**src/hw/rtl/abd_pkg.sv**
```systemverilog
// ----------------------------------------------------------------------------
// abd_pkg
// Widths, types and the reciprocal table of the ARGB box downsampler.
// ----------------------------------------------------------------------------
package abd_pkg;

  localparam int MAX_OUT_WIDTH  = 2048;
  localparam int MAX_OUT_HEIGHT = 2048;
  localparam int MAX_SCALE      = 8;

  localparam int PIX_W   = 32;
  localparam int CH_W    = 8;
  localparam int NUM_CH  = 4;
  localparam int SCALE_W = 4;
  localparam int DIM_W   = 12;
  localparam int COL_W   = $clog2(MAX_OUT_WIDTH);
  localparam int ROW_W   = $clog2(MAX_OUT_HEIGHT);
  localparam int SUB_W   = $clog2(MAX_SCALE);
  // a block holds at most MAX_SCALE^2 pixels of 8 bits
  localparam int SUM_W   = CH_W + 2 * SUB_W;
  localparam int ENTRY_W = NUM_CH * SUM_W;

  // mean = (sum * ceil(2^RECIP_K / N^2)) >> RECIP_K, exact for SUM_W-bit sums
  localparam int RECIP_K = 20;
  localparam int RECIP_W = 19;
  localparam int PROD_W  = SUM_W + RECIP_W;
  localparam int QUOT_W  = PROD_W - RECIP_K;

  typedef logic [NUM_CH-1:0][SUM_W-1:0] abd_sums_t;

  typedef struct packed {
    logic [SCALE_W-1:0] scale;
    logic [DIM_W-1:0]   width;
    logic [DIM_W-1:0]   height;
  } abd_cfg_t;

  typedef struct packed {
    logic capture;  // latch pixel, start sum read
    logic step;     // update sums, advance counters
    logic mul;      // reciprocal multiply
    logic load;     // fill output register
  } abd_cmd_t;

  typedef struct packed {
    logic emit;
    logic out_busy;
  } abd_status_t;

  function automatic logic [RECIP_W-1:0] abd_recip(input logic [SCALE_W-1:0] n);
    logic [RECIP_W-1:0] r;
    case (n)
      4'd2:    r = 19'd262144;
      4'd3:    r = 19'd116509;
      4'd4:    r = 19'd65536;
      4'd5:    r = 19'd41944;
      4'd6:    r = 19'd29128;
      4'd7:    r = 19'd21400;
      4'd8:    r = 19'd16384;
      default: r = 19'd262144;
    endcase
    return r;
  endfunction

endpackage

```
**src/hw/rtl/abd_controller.sv**
```systemverilog
// ----------------------------------------------------------------------------
// abd_controller
// Sequencer for capture, sum update, multiply and output load.
// ----------------------------------------------------------------------------
module abd_controller
  import abd_pkg::*;
(
  input  logic        clk,
  input  logic        rst,
  input  logic        src_valid,
  output logic        src_ready,
  input  abd_status_t status,
  output abd_cmd_t    cmd
);

  typedef enum logic [3:0] {
    ST_IDLE = 4'b0001,
    ST_READ = 4'b0010,
    ST_MUL  = 4'b0100,
    ST_OUT  = 4'b1000
  } abd_state_t;

  abd_state_t state, state_next;

  always_comb begin
    state_next = state;
    cmd        = '0;
    src_ready  = 1'b0;
    case (state)
      ST_IDLE: begin
        src_ready = 1'b1;
        if (src_valid) begin
          cmd.capture = 1'b1;
          state_next  = ST_READ;
        end
      end
      ST_READ: begin
        cmd.step   = 1'b1;
        state_next = status.emit ? ST_MUL : ST_IDLE;
      end
      ST_MUL: begin
        cmd.mul    = 1'b1;
        state_next = ST_OUT;
      end
      ST_OUT: begin
        // wait for the previous result beat to leave
        if (!status.out_busy) begin
          cmd.load   = 1'b1;
          state_next = ST_IDLE;
        end
      end
      default: begin
        state_next = ST_IDLE;
      end
    endcase
  end

  always_ff @(posedge clk) begin
    if (rst) begin
      state <= ST_IDLE;
    end else begin
      state <= state_next;
    end
  end

endmodule

```
**config.mk**
```make
export PLATFORM = sky130hd
export DESIGN_NAME = abd_controller
export DESIGN_NICKNAME = d
export VERILOG_FILES = /design/src/hw/rtl/abd_pkg.sv /design/src/hw/rtl/abd_controller.sv
export SDC_FILE = /design/constraint.sdc
export NUM_CORES = 1
export LEC_CHECK = 0
export BUFFER_PORTS_ARGS = -buffer_cell sky130_fd_sc_hd__buf_4
export CORE_AREA = 2 2 39 41
export DETAILED_ROUTE_END_ITERATION = 7
export DIE_AREA = 0 0 41 43
export PLACE_DENSITY = 0.37
export REMOVE_ABC_BUFFERS = 1
export SYNTH_ARGS = -nofsm -noshare
export SYNTH_HDL_FRONTEND = slang
export SYNTH_SLANG_ARGS = --single-unit
```
**constraint.sdc**
```tcl
create_clock -name clk -period 2.8 [get_ports clk]
set_input_delay 0.56 -clock clk [delete_from_list [all_inputs] [get_ports clk]]
set_output_delay 0.56 -clock clk [all_outputs]
set_load 0.05 [all_outputs]
```
=== Yosys cells after proc, flatten, opt, wreduce, memory -nomap -nowiden ===
Index checks and enable logic that the tools add are counted.

* Bits in registers: 4
* Bits in latches: 0
* Memory bits (writable): 0
* ROM bits: 0
* Input bits: 5
* Output and inout bits: 5
* Logic and storage cells: 19
* Memories kept: 0

* Add/sub/neg operators: 0
* $mul: 0
* Divide/modulo/power cells: 0
* Magnitude comparators: 0
* Equality and inequality tests: 6
* Shift operators: 0
* Multiplexer cells: 11
* Bitwise logic cells: 0
* Reductions and logical operators: 1

{| class="wikitable"
|+ Operators by type and width
! operator !! number
|-
| 4-bit case mux with 4 select lines || 1
|-
| 4-bit two-way mux || 2
|-
| 1-bit two-way mux || 7
|-
| 4-bit by 1-bit == test with 1-bit output, second input constant || 1
|-
| 4-bit by 2-bit == test with 1-bit output, second input constant || 1
|-
| 4-bit by 3-bit == test with 1-bit output, second input constant || 1
|-
| 4-bit == test, second input constant || 1
|-
| 2-bit inequality test, second input constant || 2
|-
| 3-bit two-way mux || 1
|-
| 2-bit AND reduction || 1
|}

=== Logic depth before layout (Yosys ltp) ===
* Depth after elaboration: 3
* Gate-level depth with buffers: 3
* Depth with buffers taken out: 3

=== Worst setup path after synthesis ===
Ideal clock, no wire load.

* Path type: register to output
* Start: register state[2]
* End: output cmd[1] (netlist name)
* Arrival time: 2.177 ns
* Data required time: 2.240 ns
* Setup slack: 0.063 ns
* Stages on the path, launching flop included: 2
* Path buffers: 0
* Cells stage by stage: dfxtp_1 nor4b_1

{| class="wikitable"
|+ RTL lines
! element !! RTL line !! RTL
|-
| from (decl) || abd_controller.sv:23 || <nowiki>abd_state_t state, state_next;</nowiki>
|-
| from (signal assigned) || abd_controller.sv:62 || <nowiki>state <= state_next;</nowiki>
|-
| to (decl) || abd_controller.sv:13 || <nowiki>output abd_cmd_t cmd</nowiki>
|}

==> summary.txt <==
Status
  – Status: finished, final reports clean

Setup path
  – Delay of the slowest cell on the worst path: 490 ps
  – CP Data Arrival Time: approximately 1400 ps
  – Top delay family on crit path: flip-flops
  – WS Path Type: reg2out
  – Slowest cell on the critical path: dfxtp_1
  – Crit-path cells: nor4b_1, buf_4
  – CP required: around 2200 ps
  – Critical path endpoint category: output port
  – Crit-path max FO: 8
  – CP startpoint kind: flip-flop
  – CP bufs+invs: 1

Route
  – Post-Route WL: approximately 510 µm
  – DR iter-0 viols: 2
  – Vias per inst: between 4 and 5
  – Drt drc: 0
  – DRT Pass-1 Iters: 2
  – Routed len/inst: ~10 µm
  – Vias: 225
  – Routed Antenna Nets: 0

Power
  – Design Power: between 0.0002 and 0.00025 W
  – Max rail drop VDD: between 0.15 and 0.2 mV
  – P_leak: approximately 0.16 nW
  – Power density over cell area: roughly 640 mW/mm²

Logic synthesis
  – Post-synth top area share: about a third
  – Warnings from Yosys: 0
  – Sequential fraction of the synthesis area: 33.68%
  – Post-Synth XOR/XNOR Area: 0%
  – Largest family of logic cells by synthesized area: simple AND/OR/NAND/NOR gates
  – Top FF cell, synth: dfxtp_1
  – Synthesized area: roughly 240 µm²
  – Commonest cells in the netlist: dfxtp_1 (4), nor4b_1 (3), and2_1 (2), nand3b_1 (2)
  – Mapped Cells: 23
  – Post-synthesis compound-gate area fraction: between 10% and 20%
  – Synth area leader: dfxtp_1
  – Synth top area cells: dfxtp_1 (34%), nor4b_1 (11%), nor4b_4 (10%), nand3b_1 (6.3%), a211oi_2 (5.3%)
  – Mux cell area share after synthesis: 0%
  – Post-synth EDFFs: 0
  – Synth Area per Inst: between 10 and 15 µm²
  – Synth cell types: 16
  – Synth Area in Simple Gates: between 40% and 50%
  – Area share of fa/ha/maj cells after synthesis: 0%
  – Yosys reg bits: 4
  – Most instantiated library cell after synthesis: dfxtp_1
  – Post-synth ARST share: 0%

Timing
  – Crit path time final: 1922 ps
  – RSZ-0062 raised after global routing: no
  – Skew final: 1.543 ps
  – Fmax: 520.2 MHz
  – Fin Hold WS: around 500 ps
  – Pins over their slew limit: 0
  – Worst-margin pin slew: 374.4 ps
  – Setup Viol. Count Final: 0
  – Final Hold Viols: 0
  – Worst relative slew slack: about three quarters
  – Setup TNS: 0 ps
  – Period utilisation layout: around 69%

Layout
  – Cell Count, Final, Fillers Out: slightly above 50
  – Area Overhead vs Synth: 46.32%
  – Core Util, Final: between 20% and 30%
  – Max reg flops: 4
  – # diodes: 0
  – # nets final: 42
  – Largest Register: state
  – Biggest regs: state x4
  – Fill cells: roughly 160
  – Layout cells sized above 1: about 40%

GRT
  – First-pass GRT wire length: approximately 1000 µm
  – Busiest layer in global routing: met1
  – Initial antenna violation count: 0
  – Overall Global Routing Usage: a little under a tenth
  – Vias in the first global route: 229
  – GR Util met2: under 10%
  – Met3 usage in global routing: just under 8%
  – Largest net degree at the start of global routing: 9
  – Total grt overflow: 0
  – Met1 Use GR: a little over a tenth

Clock tree
  – CTS max path bufs: 2
  – Hold-fix buffers, CTS: 0
  – H-tree depth: 1
  – Clk pin slew, worst setup/hold paths: around 30 ps
  – CTS resizes: 0
  – Post-CTS setup buffer count: 0
  – Root buffer cell: clkbuf_4
  – CTS Buf Count: 3
  – CTS tree: yes
  – Skew-Pair Late Insertion Delay: about 230 ps
  – Sink Count: 4

Floorplan
  – Die height: 43 µm
  – Starting Density: between 10% and 20%
  – Die X: approximately 40 µm
  – Cell Rows: 14
  – Placeable Area: between 0.001 and 0.0015 mm²
  – # IOs: 10
  – Die Area: between 0.0015 and 0.002 mm²

Run
  – Maximum capacitance violations: 0

Placed design
  – Final HPWL DP: between 400 and 500 µm
  – I/O Buffers: 9
  – DP Cell Count: 48
  – GP Congestion: approximately 0.70

Min path
  – Hold Crit Class: in2reg
## cell families (layout without fill, tap and decap cells)
| family | count (synthesis) | count (layout) |
|---|---|---|
| buf+inv | 1 | 13 |
| flops | 4 | 4 |
| compound gates | 5 | 5 |
| simple gates | 13 | 13 |
## through the flow
stage,area [µm²],setup slack (ps)
final,347.8,877.6
after detailed placement,325.3,1051
after global placement,325.3,1059
after global routing,347.8,729.3
after floorplan,237.7,63.06
after CTS,347.8,847.5
## worst paths after layout
check                        startpoint               endpoint  slack, ps  cells past startpoint
hold reg to reg   state[1]$_SDFFE_PP0P_  state[0]$_SDFFE_PP1P_        670                      2
hold / removal                      rst  state[1]$_SDFFE_PP0P_        500                      2
setup reg to reg  state[0]$_SDFFE_PP1P_  state[0]$_SDFFE_PP1P_       1530                      3
setup / recovery  state[2]$_SDFFE_PP0P_                 cmd[1]        880                      2
## worst reg2reg max path, stage by stage (launching register included)
cell	delay, ps
dfxtp_1	430
or3b_1	410
a211oi_2	230
o21ai_1	80
## report_power, final
| part | internal (W) | switching, W | leakage, nW |
|---|---|---|---|
| clock | 0.0000479 | 0.0000224 | 0.0138 |
| combinational | 0.0000347 | 0.0000428 | 0.109 |
| sequential | 0.0000633 | 0.0000124 | 0.0328 |
## per-layer routing
| metal | part of all wire (%) | wire length, µm | vias to the layer above |
|---|---|---|---|
| met5 | 0 | 0 | - |
| met4 | 2.2 | 11 | 0 |
| met3 | 6.7 | 34 | 2 |
| met2 | 44 | 227 | 9 |
| met1 | 47 | 238 | 97 |
| li1 | - | - | 117 |
## layout by cell type, fill, tap and decap left out
cell,synthesis,routed
a211o_1,1,1
a211oi_2,1,1
a21oi_1,1,1
and2_1,2,2
and3b_1,1,1
and4b_1,1,1
buf_4,0,9
clkbuf_4,0,3
dfxtp_1,4,4
inv_1,1,1
nand3b_1,2,2
nor2b_1,1,1
nor4_1,1,1
nor4b_1,3,3
nor4b_4,1,1
o21ai_0,1,1
o21ai_1,1,1
or3b_1,1,1
## layout make-up
cell class                      instances  area (µm²)  share of cell area [%]
Multi-Input combinational cell         18       153.9                   44.24
Timing Repair Buffer                    9       67.56                   19.42
Tap cell                               16       20.02                   5.755
Inverter                                1       3.754                   1.079
Sequential cell                         4       80.08                   23.02
Clock buffer                            3       22.52                   6.475
Power figures use the tool's default switching activity.
